===== config.mk =====
export PLATFORM = sky130hd
export DESIGN_NAME = i2c_master_register_transfer_unit
export DESIGN_NICKNAME = d
export VERILOG_FILES = /design/src/sv/i2cm_pkg.sv /design/src/sv/i2cm_cfg_regs.sv /design/src/sv/i2cm_in_stage.sv /design/src/sv/i2cm_core.sv /design/src/sv/i2c_master_register_transfer_unit.sv
export SDC_FILE = /design/constraint.sdc
export NUM_CORES = 1
export LEC_CHECK = 0
export BUFFER_PORTS_ARGS = -buffer_cell sky130_fd_sc_hd__buf_2
export CORE_MARGIN = 2
export CORE_UTILIZATION = 54
export DETAILED_ROUTE_END_ITERATION = 10
export PLACE_DENSITY = 0.73
export SYNTH_ARGS = -nofsm -noshare
export SYNTH_HDL_FRONTEND = slang
export SYNTH_HIERARCHICAL = 1
export SYNTH_SLANG_ARGS = --single-unit

===== constraint.sdc =====
create_clock -name aclk -period 7.15 [get_ports aclk]
set_input_delay 1.0725 -clock aclk [delete_from_list [all_inputs] [get_ports aclk]]
set_output_delay 1.0725 -clock aclk [all_outputs]
set_load 0.02 [all_outputs]

===== src/sv/i2cm_pkg.sv =====
`timescale 1ns / 1ps

package i2cm_pkg;

    // Command codes carried by each input item.
    localparam logic [1:0] CMD_TICK  = 2'd0;
    localparam logic [1:0] CMD_WRITE = 2'd1;
    localparam logic [1:0] CMD_READ  = 2'd2;

    // Completion codes reported on the last tick of a stop condition.
    localparam logic [1:0] DONE_NONE  = 2'd0;
    localparam logic [1:0] DONE_OK    = 2'd1;
    localparam logic [1:0] DONE_ABORT = 2'd2;

    // Configuration register indexes.
    localparam logic [1:0] CFG_DEVICE_ADDRESS = 2'd0;
    localparam logic [1:0] CFG_PHASE_TICKS    = 2'd1;
    localparam logic [1:0] CFG_ACK_LIMIT      = 2'd2;

    localparam int CFG_INDEX_W = 2;
    localparam int CFG_DATA_W  = 16;

    // Reset values of the configuration registers.
    localparam logic [6:0]  DEVICE_ADDRESS_RESET = 7'd80;
    localparam logic [15:0] PHASE_TICKS_RESET    = 16'd10;
    localparam logic [7:0]  ACK_LIMIT_RESET      = 8'd250;

    // Bit of the shifter that is driven onto SDA.
    localparam int MSB_BIT = 7;

    typedef struct packed {
        logic [6:0]  device_address;
        logic [15:0] phase_ticks;
        logic [7:0]  ack_limit;
    } cfg_t;

    typedef struct packed {
        logic [1:0] cmd;
        logic [7:0] register_address;
        logic [7:0] byte_count;
        logic [7:0] write_byte;
        logic       sda_sample;
    } in_item_t;

    typedef struct packed {
        logic       scl_level;
        logic       sda_drive;
        logic       sda_level;
        logic       write_taken;
        logic [7:0] read_data;
        logic       read_valid;
        logic       read_last;
        logic       busy_res;
        logic [1:0] done_status;
    } out_item_t;

endpackage


===== src/sv/i2cm_cfg_regs.sv =====
`timescale 1ns / 1ps

module i2cm_cfg_regs (
    input  logic                              aclk,
    input  logic                              aresetn,
    input  logic                              cfg_wr_en,
    input  logic [i2cm_pkg::CFG_INDEX_W-1:0]  cfg_index,
    input  logic [i2cm_pkg::CFG_DATA_W-1:0]   cfg_wdata,
    output i2cm_pkg::cfg_t                    cfg
);
    import i2cm_pkg::*;

    cfg_t cfg_reg;
    cfg_t cfg_next;

    // Decode the register index and merge the written value.
    always_comb begin
        cfg_next = cfg_reg;
        if (cfg_wr_en) begin
            case (cfg_index)
                CFG_DEVICE_ADDRESS: cfg_next.device_address = cfg_wdata[6:0];
                CFG_PHASE_TICKS:    cfg_next.phase_ticks    = cfg_wdata[15:0];
                CFG_ACK_LIMIT:      cfg_next.ack_limit      = cfg_wdata[7:0];
                default:            cfg_next = cfg_reg;
            endcase
        end
    end

    always_ff @(posedge aclk) begin
        if (!aresetn) begin
            cfg_reg.device_address <= DEVICE_ADDRESS_RESET;
            cfg_reg.phase_ticks    <= PHASE_TICKS_RESET;
            cfg_reg.ack_limit      <= ACK_LIMIT_RESET;
        end else begin
            cfg_reg <= cfg_next;
        end
    end

    assign cfg = cfg_reg;

endmodule


===== src/sv/i2cm_in_stage.sv =====
`timescale 1ns / 1ps

module i2cm_in_stage (
    input  logic               aclk,
    input  logic               aresetn,
    input  logic               s_valid,
    output logic               s_ready,
    input  i2cm_pkg::in_item_t s_item,
    output logic               item_valid,
    input  logic               item_ready,
    output i2cm_pkg::in_item_t item
);
    import i2cm_pkg::*;

    logic     valid_reg;
    in_item_t item_reg;

    // The register takes a new item whenever it is empty or is being drained.
    assign s_ready = !valid_reg || item_ready;

    always_ff @(posedge aclk) begin
        if (!aresetn) begin
            valid_reg <= 1'b0;
        end else if (s_ready) begin
            valid_reg <= s_valid;
        end
    end

    // Payload register, loaded on acceptance only.
    always_ff @(posedge aclk) begin
        if (s_valid && s_ready) begin
            item_reg <= s_item;
        end
    end

    assign item_valid = valid_reg;
    assign item       = item_reg;

endmodule


===== src/sv/i2cm_core.sv =====
`timescale 1ns / 1ps

module i2cm_core (
    input  logic                aclk,
    input  logic                aresetn,
    input  i2cm_pkg::cfg_t      cfg,
    input  logic                item_valid,
    output logic                item_ready,
    input  i2cm_pkg::in_item_t  item,
    output logic                m_valid,
    input  logic                m_ready,
    output i2cm_pkg::out_item_t result
);
    import i2cm_pkg::*;

    typedef enum logic [3:0] {
        PH_IDLE, PH_START_SETUP, PH_START_HOLD, PH_TX_LOW, PH_TX_HIGH,
        PH_ACK_LOW, PH_ACK_HIGH, PH_RX_LOW, PH_RX_HIGH, PH_MACK_LOW,
        PH_MACK_HIGH, PH_RESTART_LOW, PH_STOP_LOW, PH_STOP_HIGH
    } phase_t;

    typedef enum logic [1:0] {
        ST_ADDR, ST_REG, ST_DATA
    } stage_t;

    phase_t      phase_reg, phase_next;
    stage_t      stage_reg, stage_next;
    logic [15:0] pc_reg, pc_next;
    logic [3:0]  bit_reg, bit_next;
    logic [7:0]  left_reg, left_next;
    logic [7:0]  shift_reg, shift_next;
    logic [7:0]  poll_reg, poll_next;
    logic        read_mode_reg, read_mode_next;
    logic [7:0]  reg_latch_reg, reg_latch_next;
    logic        restart_reg, restart_next;
    logic        aborted_reg, aborted_next;
    logic        out_valid_reg;
    out_item_t   result_reg, result_next;

    logic [15:0] ticks;
    logic        ph_end;
    logic        fire;
    logic [7:0]  rx_byte;

    assign item_ready = !out_valid_reg || m_ready;
    assign fire       = item_valid && item_ready;
    assign ticks      = (cfg.phase_ticks == 16'd0) ? 16'd1 : cfg.phase_ticks;

    // One tick of the bus sequencer: begin check, phase timer, then phase work.
    always_comb begin
        phase_next     = phase_reg;
        stage_next     = stage_reg;
        pc_next        = pc_reg;
        bit_next       = bit_reg;
        left_next      = left_reg;
        shift_next     = shift_reg;
        poll_next      = poll_reg;
        read_mode_next = read_mode_reg;
        reg_latch_next = reg_latch_reg;
        restart_next   = restart_reg;
        aborted_next   = aborted_reg;
        rx_byte        = 8'd0;

        result_next             = '0;
        result_next.scl_level   = 1'b1;
        result_next.sda_drive   = 1'b1;
        result_next.sda_level   = 1'b1;
        result_next.done_status = DONE_NONE;

        // A begin command in idle makes this tick the first start tick.
        if (phase_reg == PH_IDLE && (item.cmd == CMD_WRITE || item.cmd == CMD_READ)) begin
            read_mode_next = (item.cmd == CMD_READ);
            reg_latch_next = item.register_address;
            left_next      = ((item.cmd == CMD_READ) && item.byte_count == 8'd0)
                             ? 8'd1 : item.byte_count;
            restart_next   = 1'b0;
            aborted_next   = 1'b0;
            stage_next     = ST_ADDR;
            shift_next     = {cfg.device_address, 1'b0};
            phase_next     = PH_START_SETUP;
            pc_next        = 16'd0;
        end

        result_next.busy_res = (phase_next != PH_IDLE);
        ph_end = ({1'b0, pc_next} + 17'd1) >= {1'b0, ticks};
        if (!ph_end) begin
            pc_next = pc_next + 16'd1;
        end

        case (phase_next)
            PH_IDLE: begin
            end
            PH_START_SETUP: begin
                if (ph_end) begin
                    phase_next = PH_START_HOLD;
                    pc_next    = 16'd0;
                end
            end
            PH_START_HOLD: begin
                result_next.sda_level = 1'b0;
                if (ph_end) begin
                    bit_next   = 4'd0;
                    phase_next = PH_TX_LOW;
                    pc_next    = 16'd0;
                end
            end
            PH_TX_LOW: begin
                result_next.scl_level = 1'b0;
                result_next.sda_level = shift_next[MSB_BIT];
                if (ph_end) begin
                    phase_next = PH_TX_HIGH;
                    pc_next    = 16'd0;
                end
            end
            PH_TX_HIGH: begin
                result_next.sda_level = shift_next[MSB_BIT];
                if (ph_end) begin
                    shift_next = {shift_next[6:0], 1'b0};
                    bit_next   = bit_next + 4'd1;
                    pc_next    = 16'd0;
                    if (bit_next >= 4'd8) begin
                        poll_next  = 8'd0;
                        phase_next = PH_ACK_LOW;
                    end else begin
                        phase_next = PH_TX_LOW;
                    end
                end
            end
            PH_ACK_LOW: begin
                result_next.scl_level = 1'b0;
                result_next.sda_drive = 1'b0;
                result_next.sda_level = 1'b0;
                if (ph_end) begin
                    phase_next = PH_ACK_HIGH;
                    pc_next    = 16'd0;
                end
            end
            PH_ACK_HIGH: begin
                result_next.sda_drive = 1'b0;
                result_next.sda_level = 1'b0;
                if (!item.sda_sample) begin
                    // Acknowledged: pick the next byte or phase by stage.
                    pc_next = 16'd0;
                    if (stage_next == ST_DATA && left_next != 8'd0) begin
                        left_next = left_next - 8'd1;
                    end
                    if (stage_next == ST_ADDR) begin
                        if (restart_next) begin
                            bit_next   = 4'd0;
                            shift_next = 8'd0;
                            phase_next = PH_RX_LOW;
                        end else begin
                            stage_next = ST_REG;
                            shift_next = reg_latch_next;
                            bit_next   = 4'd0;
                            phase_next = PH_TX_LOW;
                        end
                    end else if (stage_next == ST_REG && read_mode_next) begin
                        phase_next = PH_RESTART_LOW;
                    end else if (left_next != 8'd0) begin
                        stage_next              = ST_DATA;
                        result_next.write_taken = 1'b1;
                        shift_next              = item.write_byte;
                        bit_next                = 4'd0;
                        phase_next              = PH_TX_LOW;
                    end else begin
                        phase_next = PH_STOP_LOW;
                    end
                end else if (poll_next >= cfg.ack_limit) begin
                    aborted_next = 1'b1;
                    phase_next   = PH_STOP_LOW;
                    pc_next      = 16'd0;
                end else begin
                    poll_next = poll_next + 8'd1;
                end
            end
            PH_RESTART_LOW: begin
                result_next.scl_level = 1'b0;
                if (ph_end) begin
                    restart_next = 1'b1;
                    stage_next   = ST_ADDR;
                    shift_next   = {cfg.device_address, 1'b1};
                    phase_next   = PH_START_SETUP;
                    pc_next      = 16'd0;
                end
            end
            PH_RX_LOW: begin
                result_next.scl_level = 1'b0;
                result_next.sda_drive = 1'b0;
                result_next.sda_level = 1'b0;
                if (ph_end) begin
                    phase_next = PH_RX_HIGH;
                    pc_next    = 16'd0;
                end
            end
            PH_RX_HIGH: begin
                result_next.sda_drive = 1'b0;
                result_next.sda_level = 1'b0;
                if (ph_end) begin
                    rx_byte    = {shift_next[6:0], item.sda_sample};
                    shift_next = rx_byte;
                    bit_next   = bit_next + 4'd1;
                    pc_next    = 16'd0;
                    if (bit_next >= 4'd8) begin
                        result_next.read_valid = 1'b1;
                        result_next.read_data  = rx_byte;
                        result_next.read_last  = (left_next <= 8'd1);
                        phase_next             = PH_MACK_LOW;
                    end else begin
                        phase_next = PH_RX_LOW;
                    end
                end
            end
            PH_MACK_LOW: begin
                result_next.scl_level = 1'b0;
                result_next.sda_level = (left_next <= 8'd1);
                if (ph_end) begin
                    phase_next = PH_MACK_HIGH;
                    pc_next    = 16'd0;
                end
            end
            PH_MACK_HIGH: begin
                result_next.sda_level = (left_next <= 8'd1);
                if (ph_end) begin
                    pc_next = 16'd0;
                    if (left_next != 8'd0) begin
                        left_next = left_next - 8'd1;
                    end
                    if (left_next == 8'd0) begin
                        phase_next = PH_STOP_LOW;
                    end else begin
                        bit_next   = 4'd0;
                        shift_next = 8'd0;
                        phase_next = PH_RX_LOW;
                    end
                end
            end
            PH_STOP_LOW: begin
                result_next.scl_level = 1'b0;
                result_next.sda_level = 1'b0;
                if (ph_end) begin
                    phase_next = PH_STOP_HIGH;
                    pc_next    = 16'd0;
                end
            end
            PH_STOP_HIGH: begin
                result_next.sda_level = 1'b0;
                if (ph_end) begin
                    result_next.done_status = aborted_next ? DONE_ABORT : DONE_OK;
                    phase_next              = PH_IDLE;
                    pc_next                 = 16'd0;
                end
            end
            default: begin
                phase_next = PH_IDLE;
                pc_next    = 16'd0;
            end
        endcase
    end

    // Sequencer state and result register advance together on each item.
    always_ff @(posedge aclk) begin
        if (!aresetn) begin
            phase_reg     <= PH_IDLE;
            stage_reg     <= ST_ADDR;
            pc_reg        <= 16'd0;
            bit_reg       <= 4'd0;
            left_reg      <= 8'd0;
            shift_reg     <= 8'd0;
            poll_reg      <= 8'd0;
            read_mode_reg <= 1'b0;
            reg_latch_reg <= 8'd0;
            restart_reg   <= 1'b0;
            aborted_reg   <= 1'b0;
            out_valid_reg <= 1'b0;
        end else begin
            if (fire) begin
                phase_reg     <= phase_next;
                stage_reg     <= stage_next;
                pc_reg        <= pc_next;
                bit_reg       <= bit_next;
                left_reg      <= left_next;
                shift_reg     <= shift_next;
                poll_reg      <= poll_next;
                read_mode_reg <= read_mode_next;
                reg_latch_reg <= reg_latch_next;
                restart_reg   <= restart_next;
                aborted_reg   <= aborted_next;
                result_reg    <= result_next;
                out_valid_reg <= 1'b1;
            end else if (m_ready) begin
                out_valid_reg <= 1'b0;
            end
        end
    end

    assign m_valid = out_valid_reg;
    assign result  = result_reg;

endmodule


===== src/sv/i2c_master_register_transfer_unit.sv =====
`timescale 1ns / 1ps
// Channel   Direction  Handshake          Payload
// s_        in         s_valid/s_ready    cmd, register_address, byte_count,
//                                         write_byte, sda_sample (one tick each)
// m_        out        m_valid/m_ready    SCL/SDA levels, write_taken, read byte,
//                                         busy and completion status
// cfg_      in         cfg_wr_en          cfg_index, cfg_wdata (no read-back)
//
// Each item passes an input register and a result register.
// One item is accepted per cycle unless m_ready stalls; the sequencer state updates once per item.
// Stalls on m_ready back up through the result register to s_ready.
// aresetn is synchronous and active low; it returns the bus sequencer to idle.

module i2c_master_register_transfer_unit (
    input  logic                             aclk,
    input  logic                             aresetn,
    input  logic                             s_valid,
    output logic                             s_ready,
    input  logic [1:0]                       s_cmd,
    input  logic [7:0]                       s_register_address,
    input  logic [7:0]                       s_byte_count,
    input  logic [7:0]                       s_write_byte,
    input  logic                             s_sda_sample,
    output logic                             m_valid,
    input  logic                             m_ready,
    output logic                             m_scl_level,
    output logic                             m_sda_drive,
    output logic                             m_sda_level,
    output logic                             m_write_taken,
    output logic [7:0]                       m_read_data,
    output logic                             m_read_valid,
    output logic                             m_read_last,
    output logic                             m_busy_res,
    output logic [1:0]                       m_done_status,
    input  logic                             cfg_wr_en,
    input  logic [i2cm_pkg::CFG_INDEX_W-1:0] cfg_index,
    input  logic [i2cm_pkg::CFG_DATA_W-1:0]  cfg_wdata
);
    import i2cm_pkg::*;

    cfg_t      cfg;
    in_item_t  s_item;
    in_item_t  item;
    logic      item_valid;
    logic      item_ready;
    out_item_t result;

    // Gather the input fields into one item.
    assign s_item.cmd              = s_cmd;
    assign s_item.register_address = s_register_address;
    assign s_item.byte_count       = s_byte_count;
    assign s_item.write_byte       = s_write_byte;
    assign s_item.sda_sample       = s_sda_sample;

    i2cm_cfg_regs u_cfg (
        .aclk      (aclk),
        .aresetn   (aresetn),
        .cfg_wr_en (cfg_wr_en),
        .cfg_index (cfg_index),
        .cfg_wdata (cfg_wdata),
        .cfg       (cfg)
    );

    i2cm_in_stage u_in (
        .aclk       (aclk),
        .aresetn    (aresetn),
        .s_valid    (s_valid),
        .s_ready    (s_ready),
        .s_item     (s_item),
        .item_valid (item_valid),
        .item_ready (item_ready),
        .item       (item)
    );

    i2cm_core u_core (
        .aclk       (aclk),
        .aresetn    (aresetn),
        .cfg        (cfg),
        .item_valid (item_valid),
        .item_ready (item_ready),
        .item       (item),
        .m_valid    (m_valid),
        .m_ready    (m_ready),
        .result     (result)
    );

    // Spread the result item onto its ports.
    assign m_scl_level   = result.scl_level;
    assign m_sda_drive   = result.sda_drive;
    assign m_sda_level   = result.sda_level;
    assign m_write_taken = result.write_taken;
    assign m_read_data   = result.read_data;
    assign m_read_valid  = result.read_valid;
    assign m_read_last   = result.read_last;
    assign m_busy_res    = result.busy_res;
    assign m_done_status = result.done_status;

endmodule


==> After elaboration in Yosys (flattened, before gate mapping) <==
Index checks and enable logic that the tools add are counted.
Widths: inputs -> output; s select.
{ "op_classes": {"n_eq_ne": 30, "n_bitwise": 1, "magnitude_cmp": 4, "n_reduce_logical": 41, "muxes": 92, "n_addsub": 5} }
{ "op_table": {"columns": ["op", "count"], "rows": [
  ["$mux 8", 26],
  ["$mux 4", 28],
  ["$mux 16", 6],
  ["$pmux 4 s14", 1],
  ["$pmux 16 s3", 1],
  ["$pmux 8 s5", 1],
  ["$pmux 8 s2", 2],
  ["$eq 4x4->1 const B", 6],
  ["$mux 2", 9],
  ["$add 16x1->17 const B", 1],
  ["$ge 17x16->1", 1],
  ["$add 16x1->16 const B", 1],
  ["$eq 4x3->1 const B", 4],
  ["$logic_not 16->1", 1],
  ["$logic_not 8->1", 2],
  ["$pmux 4 s4", 1],
  ["$reduce_bool 8->1", 2],
  ["$mux 1", 13],
  ["$reduce_and 2->1", 6],
  ["$reduce_or 12->1", 1],
  ["$ne 2x1->1 const B", 5],
  ["$reduce_and 9->1", 1],
  ["$add 8x1->8 const B", 1],
  ["$eq 4x2->1 const B", 2],
  ["28 further kinds", 51]
]} }
{ "word_totals": {"inputBits": 50, "output_inout_bits": 19, "word_cells": 203, "ff_bits": 138} }

==> Logic depth before layout (Yosys ltp) <==
Gate-level depths: netlist of run 1.
{ "depth": {"ltp_word": 15, "depth_mapped": 30, "ltp_nobuf": 23} }

==> Modules after synthesis <==
The synthesis of run 1 kept the hierarchy.
{ "by_module_without_submodules": {"columns": ["mod", "seq_area_each_um2", "instances", "cells_each", "area_per_inst_um2"], "rows": [
  ["i2cm_core", 1751.7, 1, 832, 6189.7],
  ["i2cm_cfg_regs", 620.6, 1, 129, 1255.0],
  ["i2cm_in_stage", 830.8, 1, 32, 868.3]
]} }

==> Worst setup path after synthesis of run 1 <==
OpenSTA, ideal clock, no wires.
{ "synth_path": {"path_kind": "reg-to-reg", "startpoint": "reg u_in.item_reg (netlist bit u_in/item[26])", "endpoint": "reg u_core.poll_reg[7]", "stages_incl_launch_ff": 28, "arrival_ns": 5.746, "slack_ns": 1.332, "period_less_slack_ns": 5.818, "path_buffers": 6, "setup_ns": 0.071, "required_ns": 7.079, "cell_sequence": "edfxtp_1 -> ha_1 -> clkbuf_1 -> inv_1 -> nand2_1 -> clkbuf_1 -> clkbuf_1 -> clkbuf_1 -> clkbuf_1 -> nand2_1 -> inv_1 -> ha_1 -> and2_1 -> clkbuf_1 -> nand4_1 -> or3_1 -> a21oi_1 -> ha_1 -> nand4_1 -> nor2_1 -> nand2_1 -> o31a_1 -> nand2_1 -> inv_1 -> nor2_1 -> o21ai_1 -> or4_1 -> a21oi_1"} }
{ "synth_via": {"elab_chain_cells": 8, "word_cells_on_any_way": 17, "classes_between": "add/sub: 1; order compare: 1; eq/ne: 8; mux: 3; reduce/logical: 4"} }
{ "synth_lines": {"columns": ["item", "line", "text"], "rows": [
  ["start: declaration", "i2cm_in_stage.sv:16", "in_item_t item_reg;"],
  ["start signal: assignment", "i2cm_in_stage.sv:32", "item_reg <= s_item;"],
  ["$eq 2x1->1 / $eq 2x2->1 (equally long branches)", "i2cm_core.sv:71", "if (phase_reg == PH_IDLE && (item.cmd == CMD_WRITE || item.cmd == CMD_READ)) begin"],
  ["$logic_or 1x1->1 *", "i2cm_core.sv:71", null],
  ["$logic_and 1x1->1 *", "i2cm_core.sv:71", null],
  ["$mux 16", "i2cm_core.sv:71", null],
  ["$add 16x1->17", "i2cm_core.sv:85", "ph_end = ({1'b0, pc_next} + 17'd1) >= {1'b0, ticks};"],
  ["$ge 17x16->1", "i2cm_core.sv:85", null],
  ["$ne 2x1->1 (no source line)", null, null],
  ["$reduce_and 6->1 (no source line)", null, null],
  ["end signal: assignment", "i2cm_core.sv:284", "poll_reg <= poll_next;"],
  ["end: declaration", "i2cm_core.sv:32", "logic [7:0] poll_reg, poll_next;"]
]} }
Every way passes the cells marked *; elsewhere a longest branch is shown, timed or not.
A chain may end at the register's enable or synchronous reset.

==> Worst setup path in the final report of run 1 <==
{ "layout_path": {"startpoint": "reg u_in.item_reg (netlist bit u_in/item[26])", "endpoint": "reg u_core.poll_reg[5]"} }
Same word-level chain as after synthesis.

==> impl_metrics.py, run 1 <==
metrics = {
    "run_status": {
        "outcome": "complete, no violations",
    },
    "synth": {
        "syn-mean-instance-area_um2": 8.37,
        "synth_compound_area_share_pct": 20.6,
        "ys_ff_latch": 138,
        "synthCells": 993,
        "synth-edff-count": 44,
        "yosysSeqAreaShare_pct": 38.5,
        "synth_nets": 1074,
        "syn_area_um2": 8310,
        "synthXorXnorAreaFrac_pct": 2.63,
        "synth_fa_ha_area_share_pct": 4.67,
        "synthSimpleGateAreaFrac_pct": 22.3,
        "synth_ff_type": "dfxtp_1",
        "async_reset_ff_share_pct": 0,
        "synth_cell_types": 76,
        "synthMuxAreaShare_pct": 5.93,
        "ys.warnings.count": 6,
        "synth_top_family_by_area": "simple AND/OR/NAND/NOR gates",
    },
    "pwr": {
        "p_per_area_nw_per_um2": 210,
        "leakage_nw": 3.54,
        "comb_power_share_pct": 13.2,
        "p_int_mw": 1.41,
        "clock_power_share_pct": 42.6,
        "swShare_pct": 27.6,
        "p_sw_uw": 537,
        "ir_drop_mv": 0.173,
        "pwr-share-seq_pct": 44.2,
    },
    "grt": {
        "grt_max_degree": 70,
        "grt_pass1_wl_mm": 36.9,
        "track_usage_pct": 28.8,
        "grt_antenna_before_repair": 0,
        "grt_pass1_vias": 7087,
        "overflow": 0,
    },
    "layout": {
        "layout_commonest_cell": "nand2_1",
        "layout-area-overhead-vs-synth_pct": 11.2,
        "final_cell_mix": "nand2_1 (156), dfxtp_1 (94), buf_2 (68), nor2_1 (65), a21oi_1 (64)",
        "final_nets": 1108,
        "drive_above_1_share_pct": 11.5,
        "largest_reg_flops": 31,
        "diodes": 0,
        "utilization_pct": 61.0,
    },
    "floorplanning": {
        "num_io_pins": 69,
        "rows": 45,
        "initial_core_util_pct": 54.9,
        "die_h_um": 128,
        "coreArea_um2": 15100,
        "fp.dieW_um": 128,
        "dieArea_um2": 16400,
    },
    "setup_path": {
        "criticalPathCategory": "flop to flop",
        "worst_ep_required_time_ns": 7.50,
        "crit_path_end_kind": "flop",
        "critPathMaxFanout": 24,
        "rrSetupSlack_ns": 1.49,
        "r2r_cells": 21,
        "r2r-start": "u_in/item[26]$_DFFE_PP_",
        "start_kind": "flop",
        "timing.rr.end": "u_core/poll_reg[5]$_SDFFE_PN0P_",
        "worstPathArrival_ns": 6.01,
    },
    "clocking": {
        "cts_num_sinks": 138,
        "holdBufCountCts": 0,
        "clockRootBuffer": "clkbuf_16",
        "clock_path_buffers": 2,
        "cts_max_level": 4,
        "cts_tree": "yes",
        "clk_pin_slew_ns": 0.06,
        "ctsResizeCount": 0,
        "cts_setup_buffers": 0,
        "clk_latency_ns": 0.43,
        "numCtsBuffers": 17,
    },
    "min_path": {
        "whs_endpoint": "u_core/reg_latch_reg[5]$_SDFFE_PN0P_",
        "min_path_type": "flop to flop",
        "whs_path_depth": 2,
        "min-delay-start": "u_core/reg_latch_reg[5]$_SDFFE_PN0P_",
    },
    "sta": {
        "holdWs_ns": 0.456,
        "setup_viol_count_final": 0,
        "finalCriticalPeriod_ns": 5.66,
        "worst_slack_ns": 1.49,
        "maxSlewViolCount": 0,
        "final.period_utilization_pct": 79.1,
        "finalSetupTns_ns": 0,
        "grt_setup_unrepaired": "false",
        "worst_pin_slew_ns": 1.16,
        "max_freq_mhz": 177,
        "fin_worst_skew_ns": 0.0105,
        "slew_headroom_pct": 22.9,
        "hold_viol_final": 0,
    },
    "placed_design": {
        "dp_hpwl_mm": 16.2,
        "pre_cts_ws_ns": 1.57,
        "portBuffers": 68,
        "place_congestion": 0.982,
    },
    "drt": {
        "dr.pass1.iters": 7,
        "via_per_inst": 6.31,
        "drcViolationCount": 0,
        "drtIter0Drc": 906,
        "postRouteAntennaNets": 0,
        "totalWireLength_mm": 23.1,
        "wl_per_cell_um": 18.8,
        "vias": 7754,
    },
    "flow_run": {
        "drv_cap": 0,
    },
}
-- per-layer routing --
layer  vias up  GRT usage [%]  wire length [um]
li1       3696              -                 -
met1      3596           40.9             10200
met2       417           43.7             10200
met3        45           6.34              2290
met4         0           9.57               434
met5         -              0                 0
-- critical path, stage by stage, from the launching register on --
cell,delay [ns]
edfxtp_1,0.36
ha_1,0.49
inv_1,0.21
nand2_1,0.37
nand2_1,0.14
inv_1,0.10
ha_1,0.28
and2_1,0.26
nand4_1,0.23
or3_1,0.37
a21oi_1,0.22
ha_1,0.19
nand4_1,0.13
nor2_1,0.15
nand2_1,0.06
o31a_1,0.13
nand2_1,0.10
inv_1,0.36
nor2_1,0.45
o21ai_1,0.26
or4_1,0.56
a21oi_1,0.16
-- worst max-delay path by stage --
stage                                       start                               to  cells past startpoint
final                     u_in/item[26]$_DFFE_PP_  u_core/poll_reg[5]$_SDFFE_PN0P_                     21
after global routing      u_in/item[26]$_DFFE_PP_  u_core/poll_reg[5]$_SDFFE_PN0P_                     21
after CTS                 u_in/item[26]$_DFFE_PP_  u_core/poll_reg[5]$_SDFFE_PN0P_                     21
after detailed placement  u_in/item[26]$_DFFE_PP_  u_core/poll_reg[5]$_SDFFE_PN0P_                     21
after global placement    u_in/item[26]$_DFFE_PP_  u_core/poll_reg[1]$_SDFFE_PN0P_                     20
after floorplan           u_in/item[26]$_DFFE_PP_  u_core/poll_reg[7]$_SDFFE_PN0P_                     27
-- final cells by class --
class | count | area (um^2)
tap | 188 | 235
fill | 1356 | 5900
sequential | 138 | 3200
clock buffer | 23 | 489
inverter | 49 | 184
multi-input combinational | 745 | 4670
timing repair buffer | 76 | 400
clock inverter | 9 | 63.8
-- cells in the mapped netlist, drive strengths merged (4+ instances only) --
master	instances	area share, %
a22oi	4	0.36
xor2	12	1.3
inv	49	2.2
nand3	40	2.4
o2111ai	4	0.50
nor2b	17	1.3
a21o	6	0.54
nor4	13	1.1
o211ai	28	2.6
a221o	7	0.84
xnor2	13	1.4
a32o	9	1.1
ha	31	4.7
a41o	4	0.48
a2111oi	6	0.63
edfxtp	44	16
a211oi	9	0.87
o31ai	4	0.36
or3	12	0.90
clkbuf	50	2.3
a21oi	64	3.9
or4	4	0.36
o221ai	4	0.42
nor3	33	2.1
nand4	7	0.53
a311oi	4	0.42
and3	8	0.60
o21a	8	0.72
nand2b	10	0.84
nand2	156	7.0
buf	11	0.84
o22ai	4	0.30
a31oi	11	0.83
nor2	66	3.1
dfxtp	94	23
and2	8	0.63
o21ai	49	2.9
mux2i	47	5.7
-- power groups by stage --
stage | Clock [mW] | Combinational [mW] | Sequential (mW)
floorplan | 0 | 0.182 | 0.869
global placement | 0 | 0.247 | 0.875
detailed placement | 0 | 0.250 | 0.875
CTS | 0.837 | 0.251 | 0.859
global route | 0.873 | 0.279 | 0.862
finish | 0.828 | 0.257 | 0.859
-- kinds of logic (layout without fill, tap and decap cells) --
family	count (synthesis)	after routing
and+or+nand+nor	389	389
AOI/OAI and AO/OA	251	251
adders and majority gates	31	31
buffers and inverters	110	157
xor gates and xnor gates	25	25
DFF	138	138
muxes	49	49
-- stage by stage --
step                      total power, mW  instances  instance area, um^2
after CTS                            1.95       1228                 9240
final                                1.94       1228                 9240
after floorplan                      1.05        993                 8310
after global routing                 2.01       1228                 9240
after global placement               1.12       1196                 8690
after detailed placement             1.13       1196                 8690
Power figures use the tool's default switching activity.
==> run 2, diff against run 1 <==
==> constraint.sdc (replaced) <==
create_clock -name aclk -period 5.4 [get_ports aclk]
set_input_delay 0.81 -clock aclk [delete_from_list [all_inputs] [get_ports aclk]]
set_output_delay 0.81 -clock aclk [all_outputs]
set_load 0.02 [all_outputs]
==> impl_metrics.py, run 2 (synthesized netlist as in run 1, its figures left out) <==
metrics = {
    "drt": {
        "postRouteAntennaNets": 0,
        "via_per_inst": 6.29,
        "drtIter0Drc": 783,
        "totalWireLength_mm": 23.2,
        "wl_per_cell_um": 18.7,
        "vias": 7784,
        "dr.pass1.iters": 6,
        "drcViolationCount": 0,
    },
    "clocking": {
        "cts_tree": "yes",
        "clk_latency_ns": 0.43,
        "clock_path_buffers": 2,
        "clk_pin_slew_ns": 0.06,
        "numCtsBuffers": 17,
        "cts_setup_buffers": 0,
        "cts_num_sinks": 138,
        "ctsResizeCount": 0,
        "holdBufCountCts": 0,
        "cts_max_level": 4,
        "clockRootBuffer": "clkbuf_16",
    },
    "placed_design": {
        "pre_cts_ws_ns": 0.553,
        "place_inst": 1206,
        "place_congestion": 0.976,
        "dp_hpwl_mm": 16.4,
        "place_area_um2": 8770,
        "portBuffers": 68,
    },
    "setup_path": {
        "worst_ep_required_time_ns": 5.75,
        "crit_path_end_kind": "flop",
        "worstPathArrival_ns": 5.32,
        "critPathMaxFanout": 9,
        "criticalPathCategory": "flop to flop",
        "start_kind": "flop",
    },
    "floorplanning": {
        "num_io_pins": 69,
        "dieArea_um2": 16400,
        "coreArea_um2": 15100,
        "fp.dieW_um": 128,
        "initial_core_util_pct": 54.9,
        "rows": 45,
        "die_h_um": 128,
    },
    "layout": {
        "layout.cells.non_filler": 1238,
        "final_area_um2": 9350,
        "utilization_pct": 61.8,
        "diodes": 0,
        "layout_commonest_cell": "nand2_1",
        "final_cell_mix": "nand2_1 (156), dfxtp_1 (94), buf_2 (68), nor2_1 (65), a21oi_1 (64)",
        "layout-area-overhead-vs-synth_pct": 12.5,
        "drive_above_1_share_pct": 12.6,
        "largest_reg_flops": 31,
        "final_nets": 1118,
    },
    "sta": {
        "grt_setup_unrepaired": "false",
        "worst_slack_ns": 0.431,
        "fin_worst_skew_ns": 0.0170,
        "holdWs_ns": 0.458,
        "setup_viol_count_final": 0,
        "slew_headroom_pct": 36.4,
        "maxSlewViolCount": 0,
        "hold_viol_final": 0,
        "worst_pin_slew_ns": 0.953,
        "finalSetupTns_ns": 0,
        "final.period_utilization_pct": 92.0,
        "max_freq_mhz": 201,
        "finalCriticalPeriod_ns": 4.97,
    },
    "pwr": {
        "power_mw": 2.63,
        "ir_drop_mv": 0.227,
        "p_per_area_nw_per_um2": 281,
        "leakage_nw": 3.60,
    },
    "flow_run": {
        "drv_cap": 0,
    },
    "grt": {
        "overflow": 0,
        "grt_pass1_vias": 7157,
        "grt_antenna_before_repair": 0,
        "track_usage_pct": 29.0,
        "grt_pass1_wl_mm": 37.3,
        "grt_max_degree": 55,
    },
    "min_path": {
        "min_path_type": "flop to flop",
    },
    "run_status": {
        "outcome": "complete, no violations",
    },
}
## run 2: path summary, 6_finish.rpt
check,from,endpoint,slack [ns],cells after the start
setup / recovery,u_in/item[26]$_DFFE_PP_,u_core/poll_reg[5]$_SDFFE_PN0P_,0.43,21
hold / removal,u_core/reg_latch_reg[0]$_SDFFE_PN0P_,u_core/reg_latch_reg[0]$_SDFFE_PN0P_,0.46,2
setup reg to reg,u_in/item[26]$_DFFE_PP_,u_core/poll_reg[5]$_SDFFE_PN0P_,0.43,21
hold reg to reg,u_core/reg_latch_reg[0]$_SDFFE_PN0P_,u_core/reg_latch_reg[0]$_SDFFE_PN0P_,0.46,2
## run 2: critical path, stage by stage, from the launching register on
cell and delay, ns:
edfxtp_1 0.37, ha_1 0.30, inv_1 0.05, nand2_1 0.23
nand2_1 0.13, inv_1 0.09, ha_1 0.28, and2_1 0.28
nand4_1 0.25, or3_1 0.37, a21oi_1 0.21, ha_1 0.18
nand4_1 0.12, nor2_1 0.18, nand2_1 0.07, o31a_1 0.15
nand2_1 0.10, inv_1 0.17, nor2_1 0.36, o21ai_1 0.26
or4_1 0.57, a21oi_1 0.17
## run 2: area by class of cell
class	count	area (um^2)
Tap cell	188	235
Inverter	49	184
Clock buffer	18	450
Sequential cell	138	3200
Timing Repair Buffer	86	475
Fill cell	1371	5790
Clock inverter	14	136
Multi-Input combinational cell	745	4670
## run 2: power breakdown
group | switching (mW) | internal, mW
combinational | 0.229 | 0.123
sequential | 0.0275 | 1.11
clock | 0.474 | 0.668
total | 0.731 | 1.90
## run 2: per-layer routing
layer	track usage, %	share of wire [%]	vias to the layer above
li1	-	-	3729
met4	12.2	3.1	0
met5	0	0	-
met2	42.8	44	369
met1	39.8	43	3621
met3	8.18	9.5	65
